--- config.mk ---
export PLATFORM = sky130hd
export DESIGN_NAME = fnv1a_jump_hash_shard_router_top
export DESIGN_NICKNAME = d
export VERILOG_FILES = /design/src/fjh_pkg.sv /design/src/fjh_mul.sv /design/src/fjh_div.sv /design/src/fnv1a_jump_hash_shard_router_top.sv
export VERILOG_INCLUDE_DIRS = /design/src /design/src/src
export SDC_FILE = /design/constraint.sdc
export NUM_CORES = 2
export LEC_CHECK = 0
export CORE_UTILIZATION = 58
export DETAILED_ROUTE_END_ITERATION = 10
export DONT_BUFFER_PORTS = 1
export PLACE_DENSITY_LB_ADDON = 0.08
export SLEW_MARGIN = 15
export SYNTH_ARGS = -nofsm -noshare
export SYNTH_HDL_FRONTEND = slang
export SYNTH_SLANG_ARGS = --single-unit
--- constraint.sdc ---
create_clock -name i_clk -period 9.45 [get_ports i_clk]
set_clock_uncertainty 0.05 [all_clocks]
set_input_delay 0 -clock i_clk [delete_from_list [all_inputs] [get_ports i_clk]]
set_output_delay 0 -clock i_clk [all_outputs]
set_load 0.05 [all_outputs]
--- src/fnv1a_jump_hash_shard_router_top_macros.svh ---
// fnv1a_jump_hash_shard_router_top_macros.svh
// Assertion macros for the shard router RTL. No dependencies; expects i_clk
// and i_rst_n in the including module.
`ifndef FNV1A_JUMP_HASH_SHARD_ROUTER_TOP_MACROS_SVH
`define FNV1A_JUMP_HASH_SHARD_ROUTER_TOP_MACROS_SVH

// property must hold at every edge out of reset
`define FJH_ASSERT(lbl, prop, msg) \
    lbl: assert property (@(posedge i_clk) disable iff (!i_rst_n) prop) else $error(msg);

// condition must never be seen out of reset
`define FJH_NEVER(lbl, expr, msg) \
    lbl: assert property (@(posedge i_clk) disable iff (!i_rst_n) !(expr)) else $error(msg);

`endif

--- src/fjh_pkg.sv ---
// fjh_pkg.sv
// Types, constants and the FNV-1a byte step for the shard router.
// No dependencies.
package fjh_pkg;

    localparam logic [63:0] FNV_BASIS  = 64'hCBF2_9CE4_8422_2325;
    localparam logic [63:0] JUMP_MUL   = 64'h27BB_2EE6_87B0_B0FD;
    localparam int          JUMP_SHIFT = 33;
    localparam int          JUMP_ONE_SH = 31;
    // divisor is (key >> 33) + 1, at most 2^31
    localparam int          DEN_W      = 64 - JUMP_SHIFT + 1;

    typedef struct packed {
        logic busy;
        logic done;
    } t_unit_sts;

    typedef enum logic [2:0] {
        S_IDLE,
        S_CHECK,
        S_MUL,
        S_DIV_GO,
        S_DIV,
        S_DONE
    } t_state;

    // one FNV-1a round: xor the byte, multiply by 2^40 + 0x1B3 mod 2^64
    function automatic logic [63:0] fnv_step(input logic [63:0] acc,
                                             input logic [7:0]  din);
        logic [63:0] x;
        x = acc ^ {56'd0, din};
        return (x << 40) + (x << 8) + (x << 7) + (x << 5) + (x << 4)
             + (x << 1) + x;
    endfunction

endpackage

--- src/fjh_mul.sv ---
// fjh_mul.sv
// 64x64 multiplier, low 64 bits, from three 32x32 partial products.
// Depends on fjh_pkg.
module fjh_mul (
    input  logic              i_clk,
    input  logic              i_rst_n,
    input  logic              i_start,
    input  logic [63:0]       i_a,
    input  logic [63:0]       i_b,
    output fjh_pkg::t_unit_sts o_sts,
    output logic [63:0]       o_prod
);
    import fjh_pkg::*;

    logic [63:0] r_a;
    logic [63:0] r_b;
    logic [1:0]  r_step;
    logic        r_busy;
    logic        r_done;
    logic [63:0] r_prod;
    logic [63:0] r_acc;

    logic [31:0] op_x;
    logic [31:0] op_y;
    logic [63:0] addend;

    always_comb begin
        case (r_step)
            2'd0: begin
                op_x = r_a[31:0];
                op_y = r_b[31:0];
            end
            2'd1: begin
                op_x = r_a[31:0];
                op_y = r_b[63:32];
            end
            2'd2: begin
                op_x = r_a[63:32];
                op_y = r_b[31:0];
            end
            default: begin
                op_x = '0;
                op_y = '0;
            end
        endcase
    end

    // product of the previous step; cross terms land in the upper word
    always_comb begin
        case (r_step)
            2'd0:    addend = '0;
            2'd1:    addend = r_prod;
            default: addend = {r_prod[31:0], 32'd0};
        endcase
    end

    always_ff @(posedge i_clk) begin
        if (!i_rst_n) begin
            r_busy <= 1'b0;
            r_done <= 1'b0;
            r_step <= '0;
        end else begin
            r_done <= 1'b0;
            if (i_start) begin
                r_busy <= 1'b1;
                r_step <= '0;
            end else if (r_busy) begin
                r_step <= r_step + 2'd1;
                if (r_step == 2'd3) begin
                    r_busy <= 1'b0;
                    r_done <= 1'b1;
                end
            end
        end
    end

    always_ff @(posedge i_clk) begin
        if (i_start) begin
            r_a   <= i_a;
            r_b   <= i_b;
            r_acc <= '0;
        end else if (r_busy) begin
            r_prod <= {32'd0, op_x} * {32'd0, op_y};
            r_acc  <= r_acc + addend;
        end
    end

    assign o_sts.busy = r_busy;
    assign o_sts.done = r_done;
    assign o_prod     = r_acc;

endmodule

--- src/fjh_div.sv ---
// fjh_div.sv
// Restoring divider, one quotient bit per cycle. Divisor must be non-zero.
// Depends on fjh_pkg.
module fjh_div #(
    parameter int NUM_W = 48,
    parameter int DV_W  = 32
) (
    input  logic               i_clk,
    input  logic               i_rst_n,
    input  logic               i_start,
    input  logic [NUM_W-1:0]   i_num,
    input  logic [DV_W-1:0]    i_den,
    output fjh_pkg::t_unit_sts o_sts,
    output logic [NUM_W-1:0]   o_quot
);
    import fjh_pkg::*;

    localparam int CNT_W = $clog2(NUM_W + 1);

    logic [NUM_W-1:0] r_q;
    logic [DV_W-1:0]  r_rem;
    logic [DV_W-1:0]  r_den;
    logic [CNT_W-1:0] r_cnt;
    logic             r_busy;
    logic             r_done;

    logic [DV_W:0]    trial;
    logic [DV_W:0]    diff;
    logic             fits;

    assign trial = {r_rem, r_q[NUM_W-1]};
    assign diff  = trial - {1'b0, r_den};
    assign fits  = (trial >= {1'b0, r_den});

    always_ff @(posedge i_clk) begin
        if (!i_rst_n) begin
            r_busy <= 1'b0;
            r_done <= 1'b0;
            r_cnt  <= '0;
        end else begin
            r_done <= 1'b0;
            if (i_start) begin
                r_busy <= 1'b1;
                r_cnt  <= CNT_W'(NUM_W);
            end else if (r_busy) begin
                r_cnt <= r_cnt - CNT_W'(1);
                if (r_cnt == CNT_W'(1)) begin
                    r_busy <= 1'b0;
                    r_done <= 1'b1;
                end
            end
        end
    end

    always_ff @(posedge i_clk) begin
        if (i_start) begin
            r_q   <= i_num;
            r_den <= i_den;
            r_rem <= '0;
        end else if (r_busy) begin
            r_rem <= fits ? diff[DV_W-1:0] : trial[DV_W-1:0];
            r_q   <= {r_q[NUM_W-2:0], fits};
        end
    end

    assign o_sts.busy = r_busy;
    assign o_sts.done = r_done;
    assign o_quot     = r_q;

endmodule

--- src/fnv1a_jump_hash_shard_router_top.sv ---
// fnv1a_jump_hash_shard_router_top.sv
// Shard router top: FNV-1a byte hashing and jump consistent hash sequencer.
// Depends on fjh_pkg, fjh_mul, fjh_div and the assertion macro header.
//
//  channel   dir  beat carries
//  --------  ---  ---------------------------------------------------------
//  s_axis    in   tdata[7:0] data_byte, tlast last_byte, tuser replicated
//  m_axis    out  tdata[15:0] shard_index, tdata[79:16] key_hash
//  cfg       in   i_cfg_wdata = shard_count, written when i_cfg_we is high
//
//  Flow: a byte that is not last is folded into the hash in S_IDLE. A last byte
//  goes to S_DONE when no jump is run, else through k jump steps, k about
//  ln(shard_count) + 1, each S_CHECK, S_MUL, S_DIV_GO and S_DIV; the bit-serial
//  divider works QUOT_W = min(SHARD_BITS, 16) + 32 quotient bits a step.
//  Reset: synchronous, active low; shard_count to 1, hash to offset basis.
//  Stalls: s_axis_tready is low while a key end is worked; a result waiting
//  on m_axis holds the next key end in its final state, not plain bytes.
`include "fnv1a_jump_hash_shard_router_top_macros.svh"

module fnv1a_jump_hash_shard_router_top #(
    parameter int SHARD_BITS = 16
) (
    input  logic        i_clk,
    input  logic        i_rst_n,
    // config
    input  logic        i_cfg_we,
    input  logic [16:0] i_cfg_wdata,   // shard_count
    // byte stream in
    input  logic        s_axis_tvalid,
    output logic        s_axis_tready,
    input  logic [7:0]  s_axis_tdata,  // [7:0] data_byte
    input  logic        s_axis_tlast,  // last_byte
    input  logic        s_axis_tuser,  // [0] replicated
    // result out
    input  logic        m_axis_tready,
    output logic        m_axis_tvalid,
    output logic [79:0] m_axis_tdata   // [15:0] shard_index, [79:16] key_hash
);
    import fjh_pkg::*;

    // bucket / count width: count register is 17 bits, clipped at 2^SHARD_BITS
    localparam int CNT_W  = (SHARD_BITS >= 17) ? 17 : SHARD_BITS + 1;
    localparam int QUOT_W = CNT_W + JUMP_ONE_SH;
    localparam logic [31:0] SHARD_LIM = 32'(1) << SHARD_BITS;

    t_state           r_state, n_state;
    logic [16:0]      r_shard_count;
    logic [63:0]      r_acc, n_acc;
    logic [63:0]      r_key, n_key;
    logic [QUOT_W-1:0] r_j, n_j;
    logic [CNT_W-1:0] r_b, n_b;
    logic [63:0]      r_hash, n_hash;
    logic             r_out_valid, n_out_valid;
    logic [15:0]      r_out_shard, n_out_shard;
    logic [63:0]      r_out_hash, n_out_hash;

    logic             in_beat;
    logic [63:0]      fnv_h;
    logic [31:0]      cnt_ext;
    logic [31:0]      eff32;
    logic [CNT_W-1:0] eff_n;
    logic             do_jump;
    logic [31:0]      b_ext;
    logic [CNT_W-1:0] b_inc;

    logic             mul_start;
    t_unit_sts        mul_sts;
    logic [63:0]      mul_prod;
    logic             div_start;
    t_unit_sts        div_sts;
    logic [QUOT_W-1:0] div_quot;
    logic [QUOT_W-1:0] div_num;
    logic [DEN_W-1:0] div_den;

    assign in_beat = s_axis_tvalid && s_axis_tready;
    assign fnv_h   = fnv_step(r_acc, s_axis_tdata);

    // zero counts as one shard, large counts clip to 2^SHARD_BITS
    assign cnt_ext = 32'(r_shard_count);
    assign eff32   = (r_shard_count == '0)  ? 32'd1 :
                     (cnt_ext > SHARD_LIM)  ? SHARD_LIM : cnt_ext;
    assign eff_n   = eff32[CNT_W-1:0];
    assign do_jump = !s_axis_tuser && (eff32 > 32'd1);

    assign b_ext   = 32'(r_b);
    assign b_inc   = r_b + CNT_W'(1);
    assign div_num = {b_inc, {JUMP_ONE_SH{1'b0}}};
    assign div_den = {1'b0, r_key[63:JUMP_SHIFT]} + DEN_W'(1);

    fjh_mul u_mul (
        .i_clk   (i_clk),
        .i_rst_n (i_rst_n),
        .i_start (mul_start),
        .i_a     (r_key),
        .i_b     (JUMP_MUL),
        .o_sts   (mul_sts),
        .o_prod  (mul_prod)
    );

    fjh_div #(
        .NUM_W (QUOT_W),
        .DV_W  (DEN_W)
    ) u_div (
        .i_clk   (i_clk),
        .i_rst_n (i_rst_n),
        .i_start (div_start),
        .i_num   (div_num),
        .i_den   (div_den),
        .o_sts   (div_sts),
        .o_quot  (div_quot)
    );

    // sequencer: one jump step = key update on the multiplier, then the
    // quotient on the divider, then the bound test against the count
    always_comb begin
        n_state     = r_state;
        n_acc       = r_acc;
        n_key       = r_key;
        n_j         = r_j;
        n_b         = r_b;
        n_hash      = r_hash;
        n_out_valid = r_out_valid && !m_axis_tready;
        n_out_shard = r_out_shard;
        n_out_hash  = r_out_hash;
        s_axis_tready = 1'b0;
        mul_start   = 1'b0;
        div_start   = 1'b0;

        case (r_state)
            S_IDLE: begin
                s_axis_tready = 1'b1;
                if (in_beat) begin
                    if (!s_axis_tlast) begin
                        n_acc = fnv_h;
                    end else begin
                        n_acc  = FNV_BASIS;
                        n_hash = fnv_h;
                        n_b    = '0;
                        if (do_jump) begin
                            n_key   = fnv_h;
                            n_j     = '0;
                            n_state = S_CHECK;
                        end else begin
                            n_state = S_DONE;
                        end
                    end
                end
            end
            S_CHECK: begin
                if (r_j < QUOT_W'(eff_n)) begin
                    n_b       = r_j[CNT_W-1:0];
                    mul_start = 1'b1;
                    n_state   = S_MUL;
                end else begin
                    n_state = S_DONE;
                end
            end
            S_MUL: begin
                if (mul_sts.done) begin
                    n_key   = mul_prod + 64'd1;
                    n_state = S_DIV_GO;
                end
            end
            S_DIV_GO: begin
                div_start = 1'b1;
                n_state   = S_DIV;
            end
            S_DIV: begin
                if (div_sts.done) begin
                    n_j     = div_quot;
                    n_state = S_CHECK;
                end
            end
            S_DONE: begin
                if (!r_out_valid || m_axis_tready) begin
                    n_out_valid = 1'b1;
                    n_out_shard = b_ext[15:0];
                    n_out_hash  = r_hash;
                    n_state     = S_IDLE;
                end
            end
            default: begin
                n_state = S_IDLE;
            end
        endcase
    end

    always_ff @(posedge i_clk) begin
        if (!i_rst_n) begin
            r_state       <= S_IDLE;
            r_acc         <= FNV_BASIS;
            r_out_valid   <= 1'b0;
            r_shard_count <= 17'd1;
        end else begin
            r_state     <= n_state;
            r_acc       <= n_acc;
            r_out_valid <= n_out_valid;
            if (i_cfg_we) begin
                r_shard_count <= i_cfg_wdata;
            end
        end
    end

    always_ff @(posedge i_clk) begin
        r_key       <= n_key;
        r_j         <= n_j;
        r_b         <= n_b;
        r_hash      <= n_hash;
        r_out_shard <= n_out_shard;
        r_out_hash  <= n_out_hash;
    end

    assign m_axis_tvalid = r_out_valid;
    assign m_axis_tdata  = {r_out_hash, r_out_shard};

    `FJH_NEVER(a_units_excl, mul_sts.busy && div_sts.busy, "multiplier and divider both busy")
    `FJH_ASSERT(a_out_from_done, $rose(r_out_valid) |-> $past(r_state == S_DONE), "result loaded outside final state")
    `FJH_ASSERT(a_div_from_go, $rose(div_sts.busy) |-> $past(r_state == S_DIV_GO), "divider started out of sequence")
    `FJH_ASSERT(a_mul_from_check, $rose(mul_sts.busy) |-> $past(r_state == S_CHECK), "multiplier started out of sequence")

endmodule

Yosys cells after proc, flatten, opt, wreduce, memory -nomap -nowiden
Cells that the tools add are included.
- bits in read-only memories: 0
- input port bits: 32
- memories kept: 0
- bits in latches: 0
- memory bits (writable): 0
- output and inout port bits: 82
- word-level logic and storage cells: 138
- flip-flop bits (word level): 674
- $mul: 1
- $lt $le $gt $ge: 4
- equal/unequal tests: 16
- bitwise logic cells: 5
- multiplexer cells: 47
- shifts and indexed selects: 0
- reduce and logical (&&, ||, !) cells: 28
- add/subtract/negate cells: 13
- div/mod/pow operators: 0
- operators by type and width (operator ; count):
    adder 64 bit ; 7
    two-way mux 64 bit ; 5
    two-way mux 48 bit ; 6
    case mux 64 bit (2 select lines) ; 2
    case mux 32 bit (2 select lines) ; 2
    case mux 48 bit (2 select lines) ; 1
    two-way mux 17 bit ; 5
    adder 64 x 1 -> 64 bit (second input constant) ; 1
    multiplier 32 x 32 -> 64 bit ; 1
    XOR 64 x 8 -> 64 bit ; 1
    less-than comparator 48 x 17 -> 1 bit ; 1
    case mux 17 bit (2 select lines) ; 1
    >= comparator 33 x 32 -> 1 bit ; 1
    adder 31 x 1 -> 32 bit (second input constant) ; 1
    two-way mux 32 bit ; 1
    subtractor 32 bit ; 1
    two-way mux 3 bit ; 7
    case mux 3 bit (6 select lines) ; 1
    adder 17 x 1 -> 17 bit (second input constant) ; 1
    greater-than comparator 17 x 1 -> 1 bit (second input constant) ; 1
    greater-than comparator 17 bit (second input constant) ; 1
    logical NOT 17 bit ; 1
    AND reduction 5 bit ; 3
    two-way mux 1 bit ; 14
    other kinds (23) ; 48

Longest topological paths before layout
- depth after elaboration: 11
- mapped depth: 36
- depth with buffers taken out: 34

By module
A second synthesis with hierarchy kept.
- cell total of the unflattened synthesis: 7921
- area, all modules: 77491.8 sq um
- by module, submodules not included (module ; area each (sq um) ; cells each ; seq. area each (sq um) ; times used):
    fjh_mul ; 45443.6 ; 4916 ; 7126.8 ; 1
    fnv1a_jump_hash_shard_router_top ; 25497.0 ; 2391 ; 9899.5 ; 1
    fjh_div ; 6551.3 ; 614 ; 3203.1 ; 1

Worst setup path before layout
Ideal clock, no wire load.
- path kind: register to register
- from: register u_mul.r_step[1]
- to: register u_mul.r_prod[62] (data pin)
- path buffers: 4
- data required time: 9.134 ns
- cell stages (with the launch flop): 31
- period minus slack after synthesis: 9.235 ns
- setup time: 0.266 ns
- setup slack: 0.215 ns
- arrival time: 8.919 ns
- cells stage by stage: dfxtp_1 > inv_1 > clkbuf_1 > clkbuf_1 > ha_1 > or2_2 > buf_1 > clkbuf_1 > nand2_1 > inv_1 > fa_1 > fa_1 > inv_1 > fa_1 > fa_1 > inv_1 > fa_1 > fa_1 > fa_1 > fa_1 > ha_1 > nand3_1 > or4_1 > or3_4 > a31oi_4 > o22ai_1 > o31a_1 > o31a_1 > o31a_1 > o31ai_2 > xor2_1
- word-level cells in the longest chain between the ends: 4
- elaborated cells between the ends (all ways): 8
- those cells by class: mul: 1; eq/ne: 2; mux: 2; reduce/logical: 3
- ends and longest elaborated chain (element ; RTL line ; source):
    start: declaration ; fjh_mul.sv:17 ; logic [1:0] r_step;
    start signal: assignment ; fjh_mul.sv:68 ; r_step <= r_step + 2'd1;
    == test 2 x 1 -> 1 bit, or another cell as far along ; fjh_mul.sv:28 ; case (r_step)
    OR reduction 2 bit (no source line) ; -- ;
    case mux 32 bit (2 select lines) ; fjh_mul.sv:28 ;
    multiplier 32 x 32 -> 64 bit * ; fjh_mul.sv:83 ; r_prod <= {32'd0, op_x} * {32'd0, op_y};
    end signal: assignment ; fjh_mul.sv:83 ;
    end: declaration ; fjh_mul.sv:20 ; logic [63:0] r_prod;
Mark *: on every way between the ends. The rest lies on a longest branch, timed or not.
A chain may end at the register's enable or synchronous reset.

Worst setup path in the final report
- from: register u_mul.r_step[0]
- to: register u_mul.r_prod[58] (data pin)
Same word-level chain as after synthesis.

==> impl_results.md <==
* GR peak layer: met1
* Layout cell share with drive strength beyond 1 at 0.0488
* Outcome: completed
* Worst-margin pin slew at about 1.2 ns
* Synth Warn # at 0
* Initial antenna violation count at 10
* Rows at 124
* Worst min-delay path class: in2reg
* GR Overflow Total at 0
* Most frequent CP cell: fa_1
* CP Capture Type: flip-flop
* Yosys top cell area share at 0.258
* FF+latch count, synth at 674
* Die width at 343 um
* Reg clk slew, reported paths at ~0.070 ns
* Die height at between 300 and 400 um
* Clock latency on the worst-skew pair at approximately 0.65 ns
* Post-Synthesis Cell Area at 0.0674 mm^2
* Via/cell ratio at 5.77
* GRT Overall Usage at 0.337
* CP startpoint kind: flip-flop
* DIE AREA at 0.118 mm^2
* 1st-iter DRT viols at 4736
* Setup TNS at 0 ns
* Cell Area, Placed at approximately 0.07 mm^2
* Worst rel slew slack at 0.193
* Setup CP Type: reg2reg
* Tmin final at 9.19 ns
* Crit path required time at 9.78 ns
* Largest cells by area after synthesis: fa_1 26%, edfxtp_1 20%, ha_1 13%, inv_1 7.9%, dfxtp_1 6.7%
* Fin crit share at 0.973
* Post-synth ARST share at 0
* IO Port Bufs at 0
* Syn Area/Cell at 10.1 um^2
* Met3 usage at 0.0766
* Final ANT Viol Nets at 0
* Worst EP arrival at 9.52 ns
* Number of enable flip-flop cells after synthesis at 450
* DRC viols at 0
* Commonest register cell after synthesis: edfxtp_1
* Total wire length at around 190 mm
* Adder-Cell Fraction of Synth Area at 0.384
* Fill cell count at 9664
* Post-Synth XOR/XNOR Area at 0.0434
* Fmax at 0.109 GHz
* Post-synthesis mux area share at 0.0176
* Syn nets at 8266
* Netlist cell types at 83
* Post-route cell area at between 0.07 and 0.08 mm^2
* Initial core utilization at 0.587
* Slowest-stage cell, CP: fa_1
* # H-tree levels at 3
* Dpl ws at about 0.09 ns
* Final setup vio count at 0
* Crit Path Max Fanout at 20
* Core Area at 0.115 mm^2
* Simple-gate portion of the synthesized area at 0.0978
* Global-route wire length before repair at 296 mm
* Number of max-cap violations at 0
* DP Cell Count at 8151
* CP max stage delay at approximately 0.64 ns
* Total CTS buffers at 70
* Synth area leader: fa_1
* RePlAce Congestion at 1.00
* Layout Nets at 8324
* CTS tree: done
* IO Pins at 114
* Area grow syn2layout at 7.62%
* Max-slew violation count at 0
* Compound-cell area share of the yosys netlist at 0.100
* Clock sinks at around 670
* Met1 Use GR at 0.512
* Syn Inst Count at 6684
* Final worst setup slack at ~0.26 ns
* Clk buf depth at 3
* Main combinational cell family by area after synthesis: adder cells
* Initial DRT Pass Iterations at 6
* Grt met2 use at 0.489
* Hpwl dp at 160 mm
* Root buf cell: clkbuf_16
* Number of global-route vias before repair at 47647
* Post-synthesis sequential area ratio at 0.267
* Fin. Hold Viols at 0
* Largest net degree at the start of global routing at 137
* Unrepaired setup endpoints after global routing: no
* Routed WL per cell at 23.3 um
* Fin cells at slightly above 8000
* DR vias at 47984
-- routing by layer --
metal,part of all wire,wire [um]
met4,0.027,5140
met5,0.000088,17
met2,0.43,82300
met1,0.45,87200
met3,0.097,18800
-- Yosys cell counts (117+ instances only) --
| cell type | number |
|---|---|
| o21ai_0 | 182 |
| dfxtp_1 | 224 |
| a21o_1 | 145 |
| a21oi_1 | 287 |
| ha_1 | 681 |
| xnor2_1 | 217 |
| clkbuf_1 | 176 |
| nor2_1 | 352 |
| fa_1 | 869 |
| edfxtp_1 | 450 |
| inv_1 | 1414 |
| xor2_1 | 117 |
| nand2_1 | 347 |
| nand3_1 | 120 |
-- layout make-up --
cell class	instances	area, um^2	area share
Multi-Input combinational cell	4402	43500	0.600
Sequential cell	674	18000	0.248
Inverter	1415	5310	0.0732
Tap cell	1512	1890	0.0261
Clock buffer	83	1830	0.0252
Timing Repair Buffer	179	1470	0.0203
Clock inverter	47	518	0.00714
Antenna cell	3	7.51	0.000103
-- state kept, by name, summed over array words and instances, names as in the netlist, 2 cells and up --
register	flops
r_acc	64
r_hash	64
r_key	64
r_out_hash	64
u_mul.o_prod	64
u_mul.r_a	64
u_mul.r_prod	64
r_j	48
u_div.o_quot	48
u_div.r_den	32
u_div.r_rem	32
r_b	17
r_shard_count	17
r_out_shard	16
u_div.r_cnt	6
r_state	3
u_mul.r_step	2
-- path summary, 6_finish.rpt --
check,endpoint,slack (ns),startpoint,cells after the start
worst max-delay path,u_mul.r_prod[58],0.26,u_mul.r_step[0],30
worst min-delay path,r_acc[0],0.04,s_axis_tlast,3
worst max register to register,u_mul.r_prod[58],0.26,u_mul.r_step[0],30
worst min register to register,u_mul.r_a[25],0.36,r_key[25],0
-- metrics by stage --
step,hold WS (ns),utilization
CTS,0.00348,0.631
floorplan,0.0804,-
detailed placement,0.0494,0.608
global route,0.0419,0.632
finish,0.0396,0.632
global placement,0.0446,0.608
-- critical path: cells and delay by family (launching register included) --
family,cells,cell delay (ns)
buffers and inverters,8,0.78
XOR/XNOR,1,0.15
adder cells (fa/ha/maj),10,4.93
AO/OA/AOI/OAI,8,1.70
AND/OR/NAND/NOR,3,0.97
flip-flops,1,0.35
-- logic make-up (layout without fill, tap and decap cells) --
logic type / count (synthesis) / in the layout
adder cells (fa/ha/maj): 1550 / 1550
multiplexers: 118 / 118
buffers and inverters: 1608 / 1724
XOR/XNOR: 334 / 334
other: 0 / 3
AO/OA/AOI/OAI: 1051 / 1051
AND/OR/NAND/NOR: 1349 / 1349
flip-flops: 674 / 674
-- repair_timing --
action	in CTS	in global routing
hold endpoints to repair	101	0
setup endpoints to repair	0	14
hold buffers	30	0
setup buffers	0	1
resized for setup	0	19
-- layout by cell type, fill, tap and decap left out, drive strengths merged, types with 31 or more instances in the layout --
master / instances
buf: 150
o21ai: 229
edfxtp: 450
xnor2: 217
a31oi: 34
a21oi: 287
nand4: 55
nand3: 120
clkbuf: 83
nor2b: 78
o21bai: 36
xor2: 117
and3: 105
inv: 1423
dfxtp: 224
ha: 681
nor2: 352
nor3: 54
fa: 869
a21o: 145
nand2b: 31
mux2i: 111
and2: 96
a22o: 31
nand2: 347
a211oi: 38
a22oi: 54
Power is left out: the tool's default activity adds up to more than one toggle a clock period on the data nets, which glitch-free logic cannot reach.
